==> src/rtl/core/mkds_pkg.sv <==
// mkds_pkg: shared types, widths and codes for the multi-key debounce scanner.
// No dependencies; the design files refer to it by scoped names, the testbench imports it.
`timescale 1ns / 1ps

package mkds_pkg;

  localparam int NUM_KEYS  = 8;
  localparam int LEVELS_W  = 8;   // key_levels input field
  localparam int THR_W     = 8;   // debounce_threshold
  localparam int KIU_W     = 4;   // keys_in_use
  localparam int IDX_W     = 4;   // event_key_index
  localparam int KIND_W    = 2;   // event_kind
  localparam int CNT_W     = 8;   // per-key disagreement counter

  localparam int CFG_ADDR_W = 4;
  localparam int CFG_DATA_W = 32;

  // register index, taken from paddr[3:2]
  typedef enum logic [1:0] {
    REG_THRESHOLD     = 2'd0,
    REG_KEYS_IN_USE   = 2'd1,
    REG_PRESSED_LEVEL = 2'd2,
    REG_UNUSED        = 2'd3
  } reg_idx_t;

  typedef enum logic [KIND_W-1:0] {
    EVT_NONE     = 2'd0,
    EVT_PRESSED  = 2'd1,
    EVT_RELEASED = 2'd2,
    EVT_RSVD     = 2'd3
  } evt_kind_t;

  localparam logic [THR_W-1:0] THR_RESET   = 8'd10;
  localparam logic [KIU_W-1:0] KIU_RESET   = 4'd8;
  localparam logic             LEVEL_RESET = 1'b0;

  // per-lane status toward the merge stage
  typedef struct packed {
    logic fire;       // key reaches threshold on this tick
    logic to_pressed; // direction of the change when it fires
  } lane_stat_t;

endpackage

==> src/rtl/core/mkds_in_if.sv <==
// mkds_in_if: input channel of the debounce scanner, one scan tick per transfer.
// Depends on mkds_pkg for the payload width.
`timescale 1ns / 1ps

interface mkds_in_if;
  logic                          valid;
  logic                          ready;
  logic [mkds_pkg::LEVELS_W-1:0] key_levels;

  modport source (output valid, output key_levels, input ready);
  modport sink   (input valid, input key_levels, output ready);
endinterface

==> src/rtl/core/mkds_out_if.sv <==
// mkds_out_if: result channel of the debounce scanner, one result per scan tick.
// Depends on mkds_pkg for the payload widths.
`timescale 1ns / 1ps

interface mkds_out_if;
  logic                        valid;
  logic                        ready;
  logic [mkds_pkg::IDX_W-1:0]  event_key_index;
  logic [mkds_pkg::KIND_W-1:0] event_kind;

  modport source (output valid, output event_key_index, output event_kind, input ready);
  modport sink   (input valid, input event_key_index, input event_kind, output ready);
endinterface

==> src/rtl/core/mkds_lane.sv <==
// mkds_lane: debounce state of one key (stable flag and disagreement counter).
// Depends on mkds_pkg.
`timescale 1ns / 1ps

module mkds_lane (
  input  logic                       clk,
  input  logic                       rst_n,
  input  logic                       level,
  input  logic                       active,
  input  logic                       pressed_level,
  input  logic [mkds_pkg::THR_W-1:0] threshold,
  input  logic                       update,
  output mkds_pkg::lane_stat_t       stat
);

  logic                       stable_r, stable_nxt;
  logic [mkds_pkg::CNT_W-1:0] cnt_r, cnt_nxt;
  logic                       is_pressed;
  logic                       disagree;
  logic [mkds_pkg::CNT_W-1:0] cnt_inc;
  logic                       reach;

  assign is_pressed = (level == pressed_level);
  assign disagree   = active && (is_pressed != stable_r);
  assign cnt_inc    = (cnt_r == {mkds_pkg::CNT_W{1'b1}}) ? cnt_r
                                                          : cnt_r + mkds_pkg::CNT_W'(1);
  assign reach      = (cnt_inc >= threshold);

  assign stat.fire       = disagree && reach;
  assign stat.to_pressed = is_pressed;

  always_comb begin
    stable_nxt = stable_r;
    cnt_nxt    = cnt_r;
    if (update && disagree) begin
      if (reach) begin
        stable_nxt = is_pressed;
        cnt_nxt    = '0;
      end else begin
        cnt_nxt = cnt_inc;
      end
    end
  end

  always_ff @(posedge clk) begin
    if (!rst_n) begin
      stable_r <= 1'b0;
      cnt_r    <= '0;
    end else begin
      stable_r <= stable_nxt;
      cnt_r    <= cnt_nxt;
    end
  end

endmodule

==> src/rtl/core/mkds_merge.sv <==
// mkds_merge: priority merge over the key lanes; picks the lowest firing key.
// Depends on mkds_pkg.
`timescale 1ns / 1ps

module mkds_merge (
  input  mkds_pkg::lane_stat_t [mkds_pkg::NUM_KEYS-1:0] stat,
  input  logic [mkds_pkg::KIU_W-1:0]                    count_eff,
  output logic [mkds_pkg::NUM_KEYS-1:0]                 lane_en,
  output logic [mkds_pkg::IDX_W-1:0]                    evt_idx,
  output mkds_pkg::evt_kind_t                           evt_kind
);

  logic found;

  // lanes up to and including the first firing one take the tick
  always_comb begin
    found    = 1'b0;
    evt_idx  = mkds_pkg::IDX_W'(count_eff);
    evt_kind = mkds_pkg::EVT_NONE;
    lane_en  = '0;
    for (int i = 0; i < mkds_pkg::NUM_KEYS; i++) begin
      lane_en[i] = !found;
      if (!found && stat[i].fire) begin
        found    = 1'b1;
        evt_idx  = mkds_pkg::IDX_W'(i);
        evt_kind = stat[i].to_pressed ? mkds_pkg::EVT_PRESSED : mkds_pkg::EVT_RELEASED;
      end
    end
  end

endmodule

==> src/rtl/core/multi_key_debounce_scanner_core.sv <==
// multi_key_debounce_scanner_core: top level with config registers, key lanes,
// merge stage and output register. Depends on mkds_pkg, mkds_in_if, mkds_out_if,
// mkds_lane and mkds_merge.
`timescale 1ns / 1ps

// Counter-based debounce of up to eight keys. Each input transfer is one scan
// tick; every key lane updates its counter in parallel and the merge stage
// reports the lowest-indexed key that changes state (keys above it keep their
// counters for that tick), else EVT_NONE. One result leaves per tick, in the
// cycle after the input transfer. Throughput is one tick per clock while the
// sink is ready: the per-key state updates in the accepting cycle and the single
// output register takes a new result whenever the previous one is transferred in
// the same cycle. Registers at byte addresses 0x0 debounce_threshold, 0x4
// keys_in_use, 0x8 pressed_level; write them only while no tick is outstanding.
module multi_key_debounce_scanner_core (
  input  logic                            clk,
  input  logic                            rst_n,
  mkds_in_if.sink                         in_ch,
  mkds_out_if.source                      out_ch,
  input  logic                            cfg_psel,
  input  logic                            cfg_penable,
  input  logic                            cfg_pwrite,
  input  logic [mkds_pkg::CFG_ADDR_W-1:0] cfg_paddr,
  input  logic [mkds_pkg::CFG_DATA_W-1:0] cfg_pwdata,
  output logic [mkds_pkg::CFG_DATA_W-1:0] cfg_prdata,
  output logic                            cfg_pready
);

  logic [mkds_pkg::THR_W-1:0] thr_r, thr_nxt;
  logic [mkds_pkg::KIU_W-1:0] kiu_r, kiu_nxt;
  logic                       plevel_r, plevel_nxt;
  mkds_pkg::reg_idx_t         reg_idx;
  logic                       cfg_wr;

  logic [mkds_pkg::KIU_W-1:0]                    count_eff;
  logic [mkds_pkg::NUM_KEYS-1:0]                 active;
  logic [mkds_pkg::NUM_KEYS-1:0]                 lane_en;
  mkds_pkg::lane_stat_t [mkds_pkg::NUM_KEYS-1:0] stat;
  logic [mkds_pkg::IDX_W-1:0]                    evt_idx;
  mkds_pkg::evt_kind_t                           evt_kind;
  logic                                          accept;

  logic                        out_valid_r, out_valid_nxt;
  logic [mkds_pkg::IDX_W-1:0]  out_idx_r;
  logic [mkds_pkg::KIND_W-1:0] out_kind_r;

  // ---- configuration port ----
  assign cfg_pready = 1'b1;
  assign reg_idx    = mkds_pkg::reg_idx_t'(cfg_paddr[3:2]);
  assign cfg_wr     = cfg_psel && cfg_penable && cfg_pwrite;

  always_comb begin
    thr_nxt    = thr_r;
    kiu_nxt    = kiu_r;
    plevel_nxt = plevel_r;
    if (cfg_wr) begin
      unique case (reg_idx)
        mkds_pkg::REG_THRESHOLD:     thr_nxt    = cfg_pwdata[mkds_pkg::THR_W-1:0];
        mkds_pkg::REG_KEYS_IN_USE:   kiu_nxt    = cfg_pwdata[mkds_pkg::KIU_W-1:0];
        mkds_pkg::REG_PRESSED_LEVEL: plevel_nxt = cfg_pwdata[0];
        default: ;
      endcase
    end
  end

  always_comb begin
    unique case (reg_idx)
      mkds_pkg::REG_THRESHOLD:     cfg_prdata = mkds_pkg::CFG_DATA_W'(thr_r);
      mkds_pkg::REG_KEYS_IN_USE:   cfg_prdata = mkds_pkg::CFG_DATA_W'(kiu_r);
      mkds_pkg::REG_PRESSED_LEVEL: cfg_prdata = mkds_pkg::CFG_DATA_W'(plevel_r);
      default:                     cfg_prdata = '0;
    endcase
  end

  always_ff @(posedge clk) begin
    if (!rst_n) begin
      thr_r    <= mkds_pkg::THR_RESET;
      kiu_r    <= mkds_pkg::KIU_RESET;
      plevel_r <= mkds_pkg::LEVEL_RESET;
    end else begin
      thr_r    <= thr_nxt;
      kiu_r    <= kiu_nxt;
      plevel_r <= plevel_nxt;
    end
  end

  // ---- lanes ----
  assign count_eff = (int'(kiu_r) > mkds_pkg::NUM_KEYS) ? mkds_pkg::KIU_W'(mkds_pkg::NUM_KEYS)
                                                        : kiu_r;
  assign in_ch.ready = !out_valid_r || out_ch.ready;
  assign accept      = in_ch.valid && in_ch.ready;

  for (genvar g = 0; g < mkds_pkg::NUM_KEYS; g++) begin : g_lane
    logic lvl;
    if (g < mkds_pkg::LEVELS_W) begin : g_pin
      assign lvl = in_ch.key_levels[g];
    end else begin : g_nopin
      assign lvl = 1'b0;  // keys without an input pin read low
    end
    assign active[g] = (int'(count_eff) > g);

    mkds_lane u_lane (
      .clk           (clk),
      .rst_n         (rst_n),
      .level         (lvl),
      .active        (active[g]),
      .pressed_level (plevel_r),
      .threshold     (thr_r),
      .update        (accept && lane_en[g]),
      .stat          (stat[g])
    );
  end

  mkds_merge u_merge (
    .stat      (stat),
    .count_eff (count_eff),
    .lane_en   (lane_en),
    .evt_idx   (evt_idx),
    .evt_kind  (evt_kind)
  );

  // ---- output register ----
  always_comb begin
    out_valid_nxt = out_valid_r;
    if (accept) begin
      out_valid_nxt = 1'b1;
    end else if (out_ch.ready) begin
      out_valid_nxt = 1'b0;
    end
  end

  always_ff @(posedge clk) begin
    if (!rst_n) begin
      out_valid_r <= 1'b0;
    end else begin
      out_valid_r <= out_valid_nxt;
    end
  end

  always_ff @(posedge clk) begin
    if (accept) begin
      out_idx_r  <= evt_idx;
      out_kind_r <= evt_kind;
    end
  end

  assign out_ch.valid           = out_valid_r;
  assign out_ch.event_key_index = out_idx_r;
  assign out_ch.event_kind      = out_kind_r;

endmodule

==> src/flat_wrapper.sv <==
// flat-port wrapper written by rule: the top's interface ports become plain ports
module multi_key_debounce_scanner_core_flat 
  (clk, rst_n, cfg_psel, cfg_penable, cfg_pwrite, cfg_paddr, cfg_pwdata, cfg_prdata, cfg_pready, in_ch_valid, in_ch_key_levels, in_ch_ready, out_ch_valid, out_ch_event_key_index, out_ch_event_kind, out_ch_ready);
  mkds_in_if in_ch_i ();
  mkds_out_if out_ch_i ();
  input  logic clk;
  input  logic rst_n;
  input  logic cfg_psel;
  input  logic cfg_penable;
  input  logic cfg_pwrite;
  input  logic [mkds_pkg::CFG_ADDR_W-1:0] cfg_paddr;
  input  logic [mkds_pkg::CFG_DATA_W-1:0] cfg_pwdata;
  output logic [mkds_pkg::CFG_DATA_W-1:0] cfg_prdata;
  output logic cfg_pready;
  input wire logic [$bits(in_ch_i.valid)-1:0] in_ch_valid;
  input wire logic [$bits(in_ch_i.key_levels)-1:0] in_ch_key_levels;
  output wire logic [$bits(in_ch_i.ready)-1:0] in_ch_ready;
  output wire logic [$bits(out_ch_i.valid)-1:0] out_ch_valid;
  output wire logic [$bits(out_ch_i.event_key_index)-1:0] out_ch_event_key_index;
  output wire logic [$bits(out_ch_i.event_kind)-1:0] out_ch_event_kind;
  input wire logic [$bits(out_ch_i.ready)-1:0] out_ch_ready;
  assign in_ch_i.valid = in_ch_valid;
  assign in_ch_i.key_levels = in_ch_key_levels;
  assign in_ch_ready = in_ch_i.ready;
  assign out_ch_valid = out_ch_i.valid;
  assign out_ch_event_key_index = out_ch_i.event_key_index;
  assign out_ch_event_kind = out_ch_i.event_kind;
  assign out_ch_i.ready = out_ch_ready;
  multi_key_debounce_scanner_core u_core (.clk(clk), .rst_n(rst_n), .in_ch(in_ch_i), .out_ch(out_ch_i), .cfg_psel(cfg_psel), .cfg_penable(cfg_penable), .cfg_pwrite(cfg_pwrite), .cfg_paddr(cfg_paddr), .cfg_pwdata(cfg_pwdata), .cfg_prdata(cfg_prdata), .cfg_pready(cfg_pready));
endmodule
==> config.mk <==
export PLATFORM = sky130hd
export DESIGN_NAME = multi_key_debounce_scanner_core_flat
export DESIGN_NICKNAME = d
export VERILOG_FILES = /design/src/rtl/core/mkds_pkg.sv /design/src/rtl/core/mkds_in_if.sv /design/src/rtl/core/mkds_out_if.sv /design/src/rtl/core/mkds_lane.sv /design/src/rtl/core/mkds_merge.sv /design/src/rtl/core/multi_key_debounce_scanner_core.sv /design/src/flat_wrapper.sv
export SDC_FILE = /design/constraint.sdc
export NUM_CORES = 1
export LEC_CHECK = 0
export BUFFER_PORTS_ARGS = -buffer_cell sky130_fd_sc_hd__buf_2
export CAP_MARGIN = 10
export CELL_PAD_IN_SITES_DETAIL_PLACEMENT = 0
export CELL_PAD_IN_SITES_GLOBAL_PLACEMENT = 1
export CORE_MARGIN = 5
export CORE_UTILIZATION = 45
export CTS_BUF_LIST = sky130_fd_sc_hd__clkbuf_2
export DETAILED_ROUTE_END_ITERATION = 16
export MAX_ROUTING_LAYER = met4
export PLACE_DENSITY = 0.85
export SLEW_MARGIN = 20
export SYNTH_ARGS = -nofsm -noshare
export SYNTH_HDL_FRONTEND = slang
export SYNTH_SLANG_ARGS = --single-unit
==> constraint.sdc <==
create_clock -name clk -period 8.8 [get_ports clk]
set_input_delay 0.88 -clock clk [delete_from_list [all_inputs] [get_ports clk]]
set_output_delay 0.88 -clock clk [all_outputs]
set_load 0.01 [all_outputs]
---- Word-level counts from Yosys, hierarchy flattened ----
Cells that the tools add are included.
word-level totals
  bits in registers ....................... 92
  latch bits .............................. 0
  RAM bits ................................ 0
  memory bits (read-only) ................. 0
  input port bits ......................... 51
  memories kept ........................... 0
operators by class
  add/subtract/negate cells ............... 8
  multiply operators ...................... 0
  divide/modulo/power cells ............... 0
  magnitude comparators ................... 17
  equal/unequal tests ..................... 26
  shift operators ......................... 0
  muxes and demuxes ....................... 50
  bitwise logic cells ..................... 0
  reduce and logical (&&, ||, !) cells .... 66
operators with widths
  cell                                                                             number
  8-bit two-way mux                                                                16
  8-bit by 1-bit adder with 8-bit output, second input constant                    8
  8-bit == test, second input constant                                             8
  8-bit >= comparator                                                              8
  1-bit logical AND                                                                41
  2-bit two-way mux                                                                18
  8-bit case mux with 3 select lines                                               1
  2-bit AND reduction                                                              11
  4-bit by 3-bit greater-than comparator with 1-bit output, second input constant  4
  3-bit two-way mux                                                                4
  1-bit two-way mux                                                                10
  1-bit == test                                                                    8
  4-bit by 1-bit greater-than comparator with 1-bit output, second input constant  2
  4-bit by 2-bit greater-than comparator with 1-bit output, second input constant  2
  1-bit zero test                                                                  8
  1-bit != test                                                                    8
  8-bit OR reduction                                                               1
  4-bit greater-than comparator, second input constant                             1
  4-bit two-way mux                                                                1
  4-bit OR reduction                                                               1
  2-bit by 1-bit == test with 1-bit output, second input constant                  1
  2-bit == test, second input constant                                             1
  2-bit zero test                                                                  1
  2-bit nonzero test                                                               1
  other kinds (2)                                                                  2

---- Longest topological paths before layout ----
  depth in word-level cells ............... 28
  mapped depth ............................ 18

---- Modules after synthesis ----
Synthesis repeated with hierarchy kept, for this count alone.
second synthesis, totals
  cells, all modules ...................... 985
  area, all modules ....................... 8353.0 sq um
by module, submodules not included
  module                           times used  cells an instance  area an instance (sq um)  sequential area each (sq um)
  mkds_lane                        8           101                855.8                     180.2
  multi_key_debounce_scanner_core  1           131                1224.9                    460.4
  mkds_merge                       1           46                 281.5                     0.0

---- Least setup slack after synthesis ----
Ideal clock, no wire load.
  path kind ............................... reg2reg
  start ................................... register u_core.g_lane[4].u_lane.cnt_r[0] (netlist bit)
  end ..................................... register u_core.g_lane[6].u_lane.stable_r
  arrival ................................. 3623 ps
  slack ................................... 5061 ps
  stages on the path, launching flop included .. 18
  buffers on the path ..................... 2
  period minus slack after synthesis ...... 3739 ps
  cell sequence ........................... dfxtp_1 ha_1 nand2_1 nor2_1 a31oi_1 nand3_1 xnor2_1 ha_1 a2111o_1 a31oi_1 o21ai_1 and3b_1 buf_6 nor4_4 and4b_4 buf_12 a21oi_1 a41o_1
between the ends
  cells in the longest elaborated chain, start to end .. 13
  elaborated cells between the ends (all ways) .. 14
  classes of those cells .................. add/sub (1); order compare (1); eq/ne (1); mux (3); reduce/logical (8)
ends and longest elaborated chain
  item                                                                     RTL line                                text
  start, declared                                                          mkds_lane.sv:17                         logic [mkds_pkg::CNT_W-1:0] cnt_r, cnt_nxt;
  start signal, assigned                                                   mkds_lane.sv:51                         cnt_r <= cnt_nxt;
  8-bit by 1-bit adder with 8-bit output or 8-bit == test (tied branches)  mkds_lane.sv:26, mkds_lane.sv:25
  8-bit two-way mux *                                                      mkds_lane.sv:25                         assign cnt_inc = (cnt_r == {mkds_pkg::CNT_W{1'b1}}) ? cnt_r
  8-bit >= comparator *                                                    mkds_lane.sv:27                         assign reach = (cnt_inc >= threshold);
  1-bit logical AND *                                                      mkds_lane.sv:29                         assign stat.fire = disagree && reach;
  1-bit logical AND *                                                      mkds_merge.sv:23                        if (!found && stat[i].fire) begin
  1-bit two-way mux *                                                      mkds_merge.sv:23
  1-bit zero test                                                          mkds_merge.sv:23
  1-bit logical AND                                                        mkds_merge.sv:23
  1-bit two-way mux *                                                      mkds_merge.sv:23
  1-bit zero test *                                                        mkds_merge.sv:22                        lane_en[i] = !found;
  1-bit logical AND *                                                      multi_key_debounce_scanner_core.sv:109  .update (accept && lane_en[g]),
  1-bit logical AND *                                                      mkds_lane.sv:35                         if (update && disagree) begin
  2-bit AND reduction (no line) *                                          --
  end signal, assigned                                                     mkds_lane.sv:50                         stable_r <= stable_nxt;
  end, declared                                                            mkds_lane.sv:16                         logic stable_r, stable_nxt;
Mark *: on every way between the ends. The rest lies on a longest branch, timed or not.
A chain may end at the register's enable or synchronous reset.

---- Worst setup path after layout ----
  start ................................... register u_core.g_lane[1].u_lane.cnt_r[3] (netlist bit)
  end ..................................... register u_core.g_lane[4].u_lane.cnt_r[4] (netlist bit)
between the ends
  cells in the longest elaborated chain, start to end .. 15
  elaborated cells between the ends (all ways) .. 16
  classes of those cells .................. add/sub (1); order compare (1); eq/ne (1); mux (4); reduce/logical (9)
ends and longest elaborated chain
  item                                                                     RTL line
  start, declared                                                          mkds_lane.sv:17
  start signal, assigned                                                   mkds_lane.sv:51
  8-bit by 1-bit adder with 8-bit output or 8-bit == test (tied branches)  mkds_lane.sv:26, mkds_lane.sv:25
  8-bit two-way mux *                                                      mkds_lane.sv:25
  8-bit >= comparator *                                                    mkds_lane.sv:27
  1-bit logical AND *                                                      mkds_lane.sv:29
  1-bit logical AND *                                                      mkds_merge.sv:23
  1-bit two-way mux *                                                      mkds_merge.sv:23
  1-bit zero test                                                          mkds_merge.sv:23
  1-bit logical AND                                                        mkds_merge.sv:23
  1-bit two-way mux *                                                      mkds_merge.sv:23
  1-bit zero test                                                          mkds_merge.sv:23
  1-bit logical AND                                                        mkds_merge.sv:23
  1-bit two-way mux *                                                      mkds_merge.sv:23
  1-bit zero test *                                                        mkds_merge.sv:22
  1-bit logical AND *                                                      multi_key_debounce_scanner_core.sv:109
  1-bit logical AND *                                                      mkds_lane.sv:35
Marked as above.

==> run metrics <==
status finished, final reports clean; Hold Crit Start in_ch_valid; vias around 6.3k; CTS buffer count 9; cell with the most instances after synthesis dfxtp_1; share of cells above drive strength 1 8.98%; IO buf count 40; Least-Margin Pin Slew ~1000 ps; total power draw about 750 µW; top cell type's share of synthesized area between 20% and 30%; Hold-fix buffers, CTS 0; Post-CTS Setup Bufs 0; FF-to-FF End u_core.g_lane[4].u_lane.cnt_r[4]; RePlAce Congestion 0.839; Critical Path Sink Type flop; unrepaired setup endpoints after global routing no; CTS-repair resized insts 0; register area share after synthesis 25.5%; Post-Synthesis Cells 902; # H-tree levels 3; max_cap viols 0; IO Pins 92; Peak VDD IR ~0.000047 V; CTS Root Cell clkbuf_2; Pre-antenna DRT Iters 5; largest net degree at the start of global routing 86; pwr dens 96.9 nW/µm²; vias in the first global route 5,817; GRT Total Usage 18.4%; setup_tns 0 ps; most frequent cells after synthesis dfxtp_1 (86), ha_1 (72), nand2_1 (70); initial antenna violation count 1; vias per cell roughly 5.5; worst path arrival time around 5300 ps; Avg Cell Area, Syn between 8 and 9 µm²; Yosys reg bits 92; hold path depth 3; worst flop-to-flop path startpoint u_core.g_lane[1].u_lane.cnt_r[3]; grt ovf 0; Top FF cell, synth dfxtp_1; wire per inst 15.3 µm; leak pwr ~3.3 nW; post-synth top area cell dfxtp_1; path depth of the worst reg2reg path 12; area grow syn2layout 4.36%; DRC Markers 0; CP startpoint kind flop; Post-DP HPWL 12.4 mm; r2r setup slk roughly 4100 ps; required time of the critical path just over 9000 ps; core area about 16,000 µm²; FFs w/ async S/R, synth 0%; antenna-violating nets left 0; CTS tree done; Slew Viols, Final 0; Starting Density a little under half; die width between 100 and 150 µm; clock sink count 92; Yosys warnings 0; Cell variety after synth 78; row count between 40 and 50; Post-Syn Area 7450 µm²; endpoints failing hold 0; Starting DRT DRC Count 370; crit path time final 4720 ps; CTS Buffer Depth 2; period utilization between 50% and 60%; number of flops mapped to enable cells by yosys 6; Crit. Startpoint u_core.g_lane[1].u_lane.cnt_r[3]; Die Y-Extent ~140 µm; Crit Path Class flop to flop; Rel. slew slack a little under a third; Final Net Count ~1.0k; Hold/Removal Path Class input port to flop; Die ar. between 15,000 and 20,000 µm²; Setup Viol. Count Final 0; first-pass GRT wire length ~29 mm; top post-synthesis cells by area dfxtp_1 (23%), ha_1 (12%), mux2i_1 (4.6%), nor2b_1 (4.5%), xnor2_1 (4.5%); Reg clk slew, reported paths ~260 ps; worst skew pair latency 610 ps; Hold Path Sink u_core.out_ch.valid; crit path max fanout 12; clk_skew 32.4 ps; WL final approximately 17 mm; Max Freq 212 MHz
## how the worst max path moves through the flow
stage / endpoint / slack [ps] / cells past startpoint
after floorplan: u_core.g_lane[6].u_lane.stable_r / 5060 / 17
after global placement: u_core.g_lane[4].u_lane.cnt_r[1] / 4140 / 12
after detailed placement: u_core.g_lane[4].u_lane.cnt_r[1] / 4110 / 12
after CTS: u_core.g_lane[4].u_lane.cnt_r[4] / 4040 / 12
after global routing: u_core.g_lane[7].u_lane.stable_r / 3700 / 13
final: u_core.g_lane[4].u_lane.cnt_r[4] / 4080 / 12
## cell usage in the layout (no fill, tap or decap), types with 5 or more instances in the layout
cell type / Yosys / routed
a22oi_1: 6 / 6
a21oi_1: 43 / 43
edfxtp_1: 6 / 6
nand3b_1: 9 / 9
nand2_1: 70 / 70
conb_1: 2 / 25
mux2_2: 9 / 9
o21a_1: 13 / 13
nor2b_1: 54 / 54
o22ai_1: 5 / 5
nand3_1: 33 / 33
nor3b_1: 9 / 9
xnor2_1: 38 / 38
a21o_1: 5 / 5
ha_1: 72 / 72
inv_1: 28 / 28
clkinv_1: 1 / 5
nor3_1: 14 / 14
and2_1: 21 / 21
nand4_1: 22 / 22
buf_2: 5 / 40
mux2i_1: 34 / 34
o221ai_1: 5 / 5
nor2_1: 67 / 67
a21boi_0: 18 / 18
or3_1: 7 / 7
a31oi_1: 12 / 12
o31ai_1: 6 / 6
o21ai_0: 35 / 35
dfxtp_1: 86 / 86
nand2b_1: 15 / 15
and3_1: 13 / 13
xor2_1: 13 / 13
clkbuf_2: 0 / 9
## sequential cells by signal (all words and copies together) (netlist names)
| name | count |
|---|---|
| u_core.g_lane.u_lane.cnt_r | 64 |
| u_core.g_lane.u_lane.stable_r | 8 |
| u_core.kiu_r | 4 |
| u_core.out_ch.event_key_index | 4 |
| u_core.out_ch.event_kind | 2 |
| u_core.out_ch.valid | 1 |
| u_core.plevel_r | 1 |
| u_core.thr_r | 8 |
## worst max-delay path, stage by stage (launching register included)
cell	delay (ps)
dfxtp_1	470
nand3_1	120
nor2_1	200
nand4_1	300
xnor2_1	250
ha_1	250
nand2b_1	140
a2111oi_1	520
o31a_1	520
o221ai_1	550
or4_1	780
or3_1	380
a21oi_1	170
## metal layers
metal	wire, µm	global-route usage, %	vias to the layer above
met4	183	5.30	0
met1	8810	25.2	2942
met5	0	-	-
li1	-	-	3260
met2	7850	28.8	109
met3	623	2.14	17
## power by group
part	switching [mW]	leakage, nW	internal, mW
combinational	0.0619	2.44	0.0425
sequential	0.00793	0.753	0.430
clock	0.151	0.0618	0.0613
total	0.221	3.25	0.533
## metrics by stage
stage / worst slack [ps] / util (%) / hold WS [ps] / area, µm² / cells
finish: 4080 / 47.4 / 470 / 7780 / 1145
global route: 3700 / 47.4 / 458 / 7780 / 1145
floorplan: 5060 / - / 452 / 7540 / 925
global placement: 4140 / 46.8 / 472 / 7670 / 1128
CTS: 4040 / 47.4 / 407 / 7780 / 1144
detailed placement: 4110 / 46.8 / 475 / 7670 / 1128
## cells by family after synthesis
| logic type | after synthesis | share of synthesized area, % |
|---|---|---|
| xor gates and xnor gates | 51 | 5.99 |
| other | 2 | 0.101 |
| AOI/OAI and AO/OA | 198 | 18.2 |
| and+or+nand+nor | 354 | 25.7 |
| DFF | 92 | 25.5 |
| adders and majority gates | 72 | 12.1 |
| buffers and inverters | 90 | 6.44 |
| muxes | 43 | 5.92 |
## area by class of cell
class                   instances  area (µm²)
fillers                      1668        8630
multi-input cells             743        5160
repair buffers                 44         230
diodes                          1        2.50
clock inverters                 7        57.6
flip-flops and latches         92        1900
inverters                      29         109
clock buffers                   9        45.0
well taps                     220         275
Note: power is estimated with default switching activity, not from simulation.
